==> config.mk <==
export PLATFORM = sky130hd
export DESIGN_NAME = rvx_front_flat
export DESIGN_NICKNAME = d
export VERILOG_FILES = /design/src/sv/rvx_pkg.sv /design/src/sv/rvx_in_if.sv /design/src/sv/rvx_front.sv /design/src/flat_wrapper.sv
export SDC_FILE = /design/constraint.sdc
export NUM_CORES = 1
export LEC_CHECK = 0
export ABC_AREA = 1
export BUFFER_PORTS_ARGS = -buffer_cell sky130_fd_sc_hd__buf_2
export CAP_MARGIN = 20
export CORE_MARGIN = 2
export CORE_UTILIZATION = 52
export CTS_CLUSTER_SIZE = 12
export DETAILED_ROUTE_END_ITERATION = 10
export HOLD_SLACK_MARGIN = 0.1
export MAX_ROUTING_LAYER = met4
export PLACE_DENSITY = 0.83
export SKIP_CTS_REPAIR_TIMING = 1
export SLEW_MARGIN = 25
export SYNTH_ARGS = -nofsm -noshare
export SYNTH_HDL_FRONTEND = slang
export SYNTH_SLANG_ARGS = --single-unit
==> constraint.sdc <==
create_clock -name clk -period 5.9 [get_ports clk]
set_clock_uncertainty 0.2 [all_clocks]
set_input_delay 1.77 -clock clk [delete_from_list [all_inputs] [get_ports clk]]
set_output_delay 1.77 -clock clk [all_outputs]
set_load 0.03 [all_outputs]
==> src/sv/rvx_pkg.sv <==
`timescale 1ns / 1ps
package rvx_pkg;

    localparam int MEM_BYTES     = 65536;
    localparam int NUM_REGS      = 256;
    localparam int STACK_ENTRIES = 256;

    localparam int MADDR_W  = $clog2(MEM_BYTES);
    localparam int RIDX_W   = $clog2(NUM_REGS);
    localparam int SIDX_W   = $clog2(STACK_ENTRIES);
    localparam int SDEPTH_W = SIDX_W + 1;
    localparam int PC_W     = 24;
    localparam int WORD_W   = 32;

    localparam logic [7:0] OP_NOP   = 8'h00;
    localparam logic [7:0] OP_LI    = 8'h01;
    localparam logic [7:0] OP_LUI   = 8'h02;
    localparam logic [7:0] OP_LD    = 8'h03;
    localparam logic [7:0] OP_LDP   = 8'h04;
    localparam logic [7:0] OP_ST    = 8'h05;
    localparam logic [7:0] OP_STP   = 8'h06;
    localparam logic [7:0] OP_MOV   = 8'h07;
    localparam logic [7:0] OP_ADD   = 8'h08;
    localparam logic [7:0] OP_SUB   = 8'h09;
    localparam logic [7:0] OP_MUL   = 8'h0A;
    localparam logic [7:0] OP_DIVU  = 8'h0B;
    localparam logic [7:0] OP_MODU  = 8'h0C;
    localparam logic [7:0] OP_AND   = 8'h0D;
    localparam logic [7:0] OP_OR    = 8'h0E;
    localparam logic [7:0] OP_XOR   = 8'h0F;
    localparam logic [7:0] OP_NOT   = 8'h10;
    localparam logic [7:0] OP_SHL   = 8'h11;
    localparam logic [7:0] OP_SHR   = 8'h12;
    localparam logic [7:0] OP_EQ    = 8'h13;
    localparam logic [7:0] OP_NEQ   = 8'h14;
    localparam logic [7:0] OP_LTU   = 8'h15;
    localparam logic [7:0] OP_LTS   = 8'h16;
    localparam logic [7:0] OP_LTEU  = 8'h17;
    localparam logic [7:0] OP_LTES  = 8'h18;
    localparam logic [7:0] OP_JMP   = 8'h19;
    localparam logic [7:0] OP_JZ    = 8'h1A;
    localparam logic [7:0] OP_JNZ   = 8'h1B;
    localparam logic [7:0] OP_CALL  = 8'h1C;
    localparam logic [7:0] OP_KCALL = 8'h1D;
    localparam logic [7:0] OP_RET   = 8'h1E;
    localparam logic [7:0] OP_HALT  = 8'h1F;

    localparam logic [2:0] ST_OK      = 3'd0;
    localparam logic [2:0] ST_BADOP   = 3'd1;
    localparam logic [2:0] ST_OVF     = 3'd2;
    localparam logic [2:0] ST_UNF     = 3'd3;
    localparam logic [2:0] ST_PCRANGE = 3'd4;

    typedef enum logic [2:0] {
        K_ALU,
        K_DIV,
        K_LOAD,
        K_STORE,
        K_FLOW,
        K_BAD
    } kind_t;

    typedef struct packed {
        logic [7:0]  opcode;
        logic [7:0]  reg_a;
        logic [7:0]  reg_b;
        logic [7:0]  reg_c;
        logic [15:0] imm16;
        logic [23:0] imm24;
        kind_t       kind;
    } rvx_item_t;

    function automatic kind_t classify(input logic [7:0] op);
        kind_t k;
        case (op)
            OP_LI, OP_LUI, OP_MOV, OP_ADD, OP_SUB, OP_MUL, OP_AND, OP_OR, OP_XOR,
            OP_NOT, OP_SHL, OP_SHR, OP_EQ, OP_NEQ, OP_LTU, OP_LTS, OP_LTEU,
            OP_LTES: k = K_ALU;
            OP_DIVU, OP_MODU: k = K_DIV;
            OP_LD, OP_LDP: k = K_LOAD;
            OP_ST, OP_STP: k = K_STORE;
            OP_NOP, OP_JMP, OP_JZ, OP_JNZ, OP_CALL, OP_KCALL, OP_RET,
            OP_HALT: k = K_FLOW;
            default: k = K_BAD;
        endcase
        return k;
    endfunction

endpackage

==> src/sv/rvx_in_if.sv <==
`timescale 1ns / 1ps
interface rvx_in_if;
    logic        valid;
    logic        ready;
    logic [7:0]  opcode;
    logic [7:0]  reg_a;
    logic [7:0]  reg_b;
    logic [7:0]  reg_c;
    logic [15:0] imm16;
    logic [23:0] imm24;

    modport source (output valid, opcode, reg_a, reg_b, reg_c, imm16, imm24, input ready);
    modport sink (input valid, opcode, reg_a, reg_b, reg_c, imm16, imm24, output ready);
endinterface

==> src/sv/rvx_front.sv <==
`timescale 1ns / 1ps
module rvx_front (
    input  logic              clk,
    input  logic              rst_n,
    rvx_in_if.sink            in_ch,
    output logic              q_valid,
    output rvx_pkg::rvx_item_t q_item,
    input  logic              q_pop
);
    import rvx_pkg::*;

    rvx_item_t   fifo_reg [2];
    logic        wr_ptr_reg;
    logic        rd_ptr_reg;
    logic [1:0]  cnt_reg;
    logic        push;
    rvx_item_t   item_in;

    assign in_ch.ready = (cnt_reg != 2'd2);
    assign push        = in_ch.valid && in_ch.ready;
    assign q_valid     = (cnt_reg != 2'd0);
    assign q_item      = fifo_reg[rd_ptr_reg];

    always_comb
    begin
        item_in.opcode = in_ch.opcode;
        item_in.reg_a  = in_ch.reg_a;
        item_in.reg_b  = in_ch.reg_b;
        item_in.reg_c  = in_ch.reg_c;
        item_in.imm16  = in_ch.imm16;
        item_in.imm24  = in_ch.imm24;
        item_in.kind   = classify(in_ch.opcode);
    end

    always_ff @(posedge clk)
    begin
        if (push)
        begin
            fifo_reg[wr_ptr_reg] <= item_in;
        end
    end

    always_ff @(posedge clk or negedge rst_n)
    begin
        if (!rst_n)
        begin
            wr_ptr_reg <= 1'b0;
            rd_ptr_reg <= 1'b0;
            cnt_reg    <= 2'd0;
        end
        else
        begin
            if (push)
            begin
                wr_ptr_reg <= !wr_ptr_reg;
            end
            if (q_pop)
            begin
                rd_ptr_reg <= !rd_ptr_reg;
            end
            if (push && !q_pop)
            begin
                cnt_reg <= cnt_reg + 2'd1;
            end
            else if (q_pop && !push)
            begin
                cnt_reg <= cnt_reg - 2'd1;
            end
        end
    end

endmodule

==> src/flat_wrapper.sv <==
// flat-port wrapper written by rule: the top's interface ports become plain ports
module rvx_front_flat import rvx_pkg::*;
  (clk, rst_n, q_valid, q_item, q_pop, in_ch_valid, in_ch_opcode, in_ch_reg_a, in_ch_reg_b, in_ch_reg_c, in_ch_imm16, in_ch_imm24, in_ch_ready);
  rvx_in_if in_ch_i ();
  input  logic clk;
  input  logic rst_n;
  output logic q_valid;
  output rvx_pkg::rvx_item_t q_item;
  input  logic q_pop;
  input wire logic [$bits(in_ch_i.valid)-1:0] in_ch_valid;
  input wire logic [$bits(in_ch_i.opcode)-1:0] in_ch_opcode;
  input wire logic [$bits(in_ch_i.reg_a)-1:0] in_ch_reg_a;
  input wire logic [$bits(in_ch_i.reg_b)-1:0] in_ch_reg_b;
  input wire logic [$bits(in_ch_i.reg_c)-1:0] in_ch_reg_c;
  input wire logic [$bits(in_ch_i.imm16)-1:0] in_ch_imm16;
  input wire logic [$bits(in_ch_i.imm24)-1:0] in_ch_imm24;
  output wire logic [$bits(in_ch_i.ready)-1:0] in_ch_ready;
  assign in_ch_i.valid = in_ch_valid;
  assign in_ch_i.opcode = in_ch_opcode;
  assign in_ch_i.reg_a = in_ch_reg_a;
  assign in_ch_i.reg_b = in_ch_reg_b;
  assign in_ch_i.reg_c = in_ch_reg_c;
  assign in_ch_i.imm16 = in_ch_imm16;
  assign in_ch_i.imm24 = in_ch_imm24;
  assign in_ch_ready = in_ch_i.ready;
  rvx_front u_core (.clk(clk), .rst_n(rst_n), .in_ch(in_ch_i), .q_valid(q_valid), .q_item(q_item), .q_pop(q_pop));
endmodule
After elaboration in Yosys (flattened, before gate mapping)
Memories as Yosys holds them, arrays and structs flattened.
Index checks and enable logic that the tools add are counted.

cells by class
  add/sub/neg operators = 2
  eq/ne operators = 1
  multiplexer cells = 5
  reductions and logical operators = 10

operators with widths
  operator                                                             number
  1-bit logical NOT                                                    4
  2-bit 2-to-1 mux                                                     2
  2-bit nonzero test                                                   2
  1-bit logical AND                                                    3
  3-bit logical NOT                                                    1
  3-bit 2-to-1 mux                                                     1
  2-bit by 1-bit adder with 2-bit output (second input constant)       1
  1-bit 2-to-1 mux                                                     2
  2-bit inequality test (second input constant)                        1
  2-bit by 1-bit subtractor with 2-bit output (second input constant)  1

storage, ports and cells
  flip-flop bits (word level) = 4
  memory bits (writable) = 150
  bits in read-only memories = 96
  logic and storage cells = 23
  memories = 2

memories
  name              depth  bits a word  read ports  clocked after Yosys merged registers in  write ports  RTL line         source
  u_core.fifo_reg   2      75           1           0                                        1            rvx_front.sv:12  rvx_item_t fifo_reg [2];
  (name not given)  32     3            1           0                                        0            rvx_pkg.sv:75    case (op)

Longest topological paths before layout
  depth after elaboration = 6
  depth in mapped cells = 10

Worst setup path before layout
Ideal clock, no wire load.

  kind = input -> register
  start point = in in_ch_valid
  end point = mem u_core.fifo_reg[0][0] (netlist bit), enable pin
  arrival = 5.023 ns
  path slack = 0.168 ns
  stages on the path = 2
  cells stage by stage = nand2_1 -> nor2_1

between the ends
  cells in the longest elaborated chain, start to end = 3

ends and longest elaborated chain
  what                                    RTL line            source
  start, declared                         flat_wrapper.sv:10  input wire logic [$bits(in_ch_i.valid)-1:0] in_ch_valid;
  1-bit logical AND                       rvx_front.sv:20     assign push = in_ch.valid && in_ch.ready;
  1-bit 2-to-1 mux                        rvx_front.sv:37     if (push)
  1-bit 2-to-1 mux (implied by the code)  rvx_front.sv:39     fifo_reg[wr_ptr_reg] <= item_in;
  end, declared                           rvx_front.sv:12

Every way passes these cells.

==> key figures <==
Setup path
  – CP max FO: 43
  – CP Launch Type: flip-flop
  – CP max stage delay: 0.66 ns
  – Setup crit end kind: output port
  – Flop2flop setup slack: approximately 3.4 ns
  – Worst-path cell chain: buf_16, buf_4, mux2_4, buf_2
  – CP bufs+invs: 3
  – CP max stage cell: dfrtp_4
  – Kind of critical path: flip-flop to output port
  – Critical Path AT: 2.21 ns
  – Top delay family on crit path: buffers and inverters
  – Worst EP required: approximately 4 ns

Routing
  – Number of routed nets with antenna violations: 0
  – Vias per cell: between 5 and 6
  – Routed length per placed instance: around 17 um
  – Via count: 3049
  – Violation count after the first detailed-routing iteration: around 150
  – Drt drc: 0
  – First-pass iteration count of the detailed router: 4
  – DRT Wirelength: 10300 um

Synth
  – Syn Std Cell Area: roughly 0.006 sq mm
  – Synth warn: 0
  – Dominant cells by area after synthesis: edfxtp_1 76%, mux2_4 10%, mux2_2 6.7%
  – Post-synth top area cell: edfxtp_1
  – Share of the synthesized area in the top cell type: between 70% and 80%
  – Post-Synthesis Cells: 287
  – Most numerous cell in the Yosys netlist: edfxtp_1
  – Post-synthesis sequential area ratio: 77.8%
  – Main synth FF type: edfxtp_1
  – Synth top cells by count: 150 x edfxtp_1, 40 x mux2_4, 35 x mux2_2
  – Mean Syn Cell Area: 20.6 sq um
  – Async SR Flop Fraction: under 10%
  – FF+latch count, synth: 154
  – Syn nets: 367
  – Number of synthesized flops with an enable pin: 150
  – Library cells used by synthesis: 17

Clocking
  – CTS tree: done
  – Inserted Clock Buffers: 17
  – H-tree Lvls: 4
  – Clk pin slew, worst setup/hold paths: 0.06 ns
  – Sink Count: between 150 and 200
  – Worst-skew pair later-pin latency: 0.41 ns
  – Worst-case clock buffer depth: 2
  – Clk root buf: clkbuf_16

Cells and area
  – Max reg flops: 150
  – Antenna cell count: 0
  – Non-Filler Instances: about 610
  – Area grow syn2layout: 25.4%
  – Share of cells above drive strength 1: a little under three fifths
  – Final nets: 534

Run
  – Max Cap Viol: 0

Timing
  – Endpoints failing hold: 0
  – Final Critical Period: 4.18 ns
  – Fin Setup TNS: 0 ns
  – Final Cycle Share: 70.9%
  – Max-slew violations: 0
  – Final setup fails: 0
  – Worst-Margin Slew: 0.968 ns
  – Worst slew margin: between 30% and 40%
  – Fmax: 0.239 GHz
  – RSZ-0062 raised after global routing: no

Power
  – Tot Pwr: between 4 and 5 mW
  – PD cells: 544 mW/mm^2
  – LEAKAGE: 2.96 nW
  – Max VDD drop: 0.326 mV

Floorplan
  – Die extent in x: about 110 um
  – Num ports: 153
  – Initial core utilization: between 50% and 60%
  – Row count: 38
  – Core area: 0.0110 sq mm
  – Die H: 111 um
  – Die area: ~0.012 sq mm

GRT
  – First-pass GRT wire length: roughly 16000 um
  – Total Routing Usage GR: 17.8%
  – Vias in the first global route: ~3200
  – Largest net degree at the start of global routing: 68
  – Initial antenna violation count: 0
  – Grt total ovfl: 0

Placement
  – DP Cell Count: 574
  – Routability cong.: 0.779
  – Hpwl dp: 6780 um
  – Port bufs: 152

Hold path
  – Min-Delay Path Class: flip-flop to flip-flop

Run status
  – Status: completed
-- path summary, 6_finish.rpt --
path / start / to / cells after the start
max reg2reg: u_core.cnt_reg[0] / u_core.fifo_reg[1][42] / 5
min: u_core.cnt_reg[0] / u_core.cnt_reg[0] / 1
min in group asynchronous: rst_n / u_core.cnt_reg[1] / 1
max in group asynchronous: rst_n / u_core.rd_ptr_reg / 1
max: u_core.rd_ptr_reg / q_item[51] / 4
min reg2reg: u_core.cnt_reg[0] / u_core.cnt_reg[0] / 1
-- metrics by stage --
step / hold slack [ns] / setup WS [ns] / utilization, % / area (sq um)
floorplan: 0.262 / 0.168 / - / 5920
global placement: 0.273 / 1.93 / 62.3 / 6840
detailed placement: 0.291 / 1.89 / 62.3 / 6840
CTS: 0.302 / 1.45 / 67.3 / 7400
global route: 0.328 / 1.62 / 67.6 / 7420
finish: 0.307 / 1.72 / 67.6 / 7420
-- cell families (layout without fill, tap and decap cells) --
kind of cell,Yosys count,after routing,synth area share (%)
XOR/XNOR,3,3,0.444
multiplexers,75,75,16.8
buffers and inverters,22,202,2.03
AO/OA/AOI/OAI,1,1,0.127
flip-flops,154,154,77.8
AND/OR/NAND/NOR,28,28,1.97
adder cells (fa/ha/maj),4,4,0.846
-- report_power, final --
part / leakage [nW] / internal, mW / total, mW / switching (mW)
clock: 0.262 / 0.579 / 0.992 / 0.413
combinational: 1.26 / 0.545 / 1.45 / 0.906
sequential: 1.44 / 1.50 / 1.60 / 0.0983
total: 2.96 / 2.62 / 4.04 / 1.42
-- placed cells by master (no fill, tap or decap) --
| cell type | instances |
|---|---|
| nor2_4 | 2 |
| nand2_1 | 14 |
| clkinv_2 | 3 |
| xnor2_1 | 1 |
| inv_1 | 14 |
| nand4_1 | 1 |
| clkinvlp_4 | 4 |
| mux2_4 | 40 |
| o211ai_1 | 1 |
| xor2_1 | 2 |
| edfxtp_1 | 150 |
| clkinv_4 | 4 |
| nand3b_1 | 1 |
| buf_12 | 1 |
| clkbuf_16 | 17 |
| buf_16 | 1 |
| ha_1 | 4 |
| clkinv_1 | 2 |
| dfrtp_4 | 1 |
| buf_2 | 152 |
| nor2_1 | 6 |
| dfrtp_1 | 3 |
| bufinv_16 | 1 |
| inv_8 | 1 |
| buf_4 | 2 |
| nand3_1 | 4 |
| mux2_2 | 35 |
-- layout make-up --
| cell class | instances | area [sq um] |
|---|---|---|
| clock inverter | 15 | 129 |
| fill | 727 | 3560 |
| clock buffer | 17 | 425 |
| tap | 140 | 175 |
| inverter | 14 | 52.6 |
| multi-input combinational | 111 | 1210 |
| sequential | 154 | 4610 |
| timing repair buffer | 156 | 823 |
-- layer usage --
layer | vias up | part of all wire [%] | global-route usage [%]
li1 | 1438 | - | -
met1 | 1505 | 42 | 20.9
met2 | 96 | 53 | 29.7
met3 | 10 | 3.8 | 4.16
met4 | 0 | 1.4 | 7.33
met5 | - | 0 | -
(Power assumes the default switching activity.)
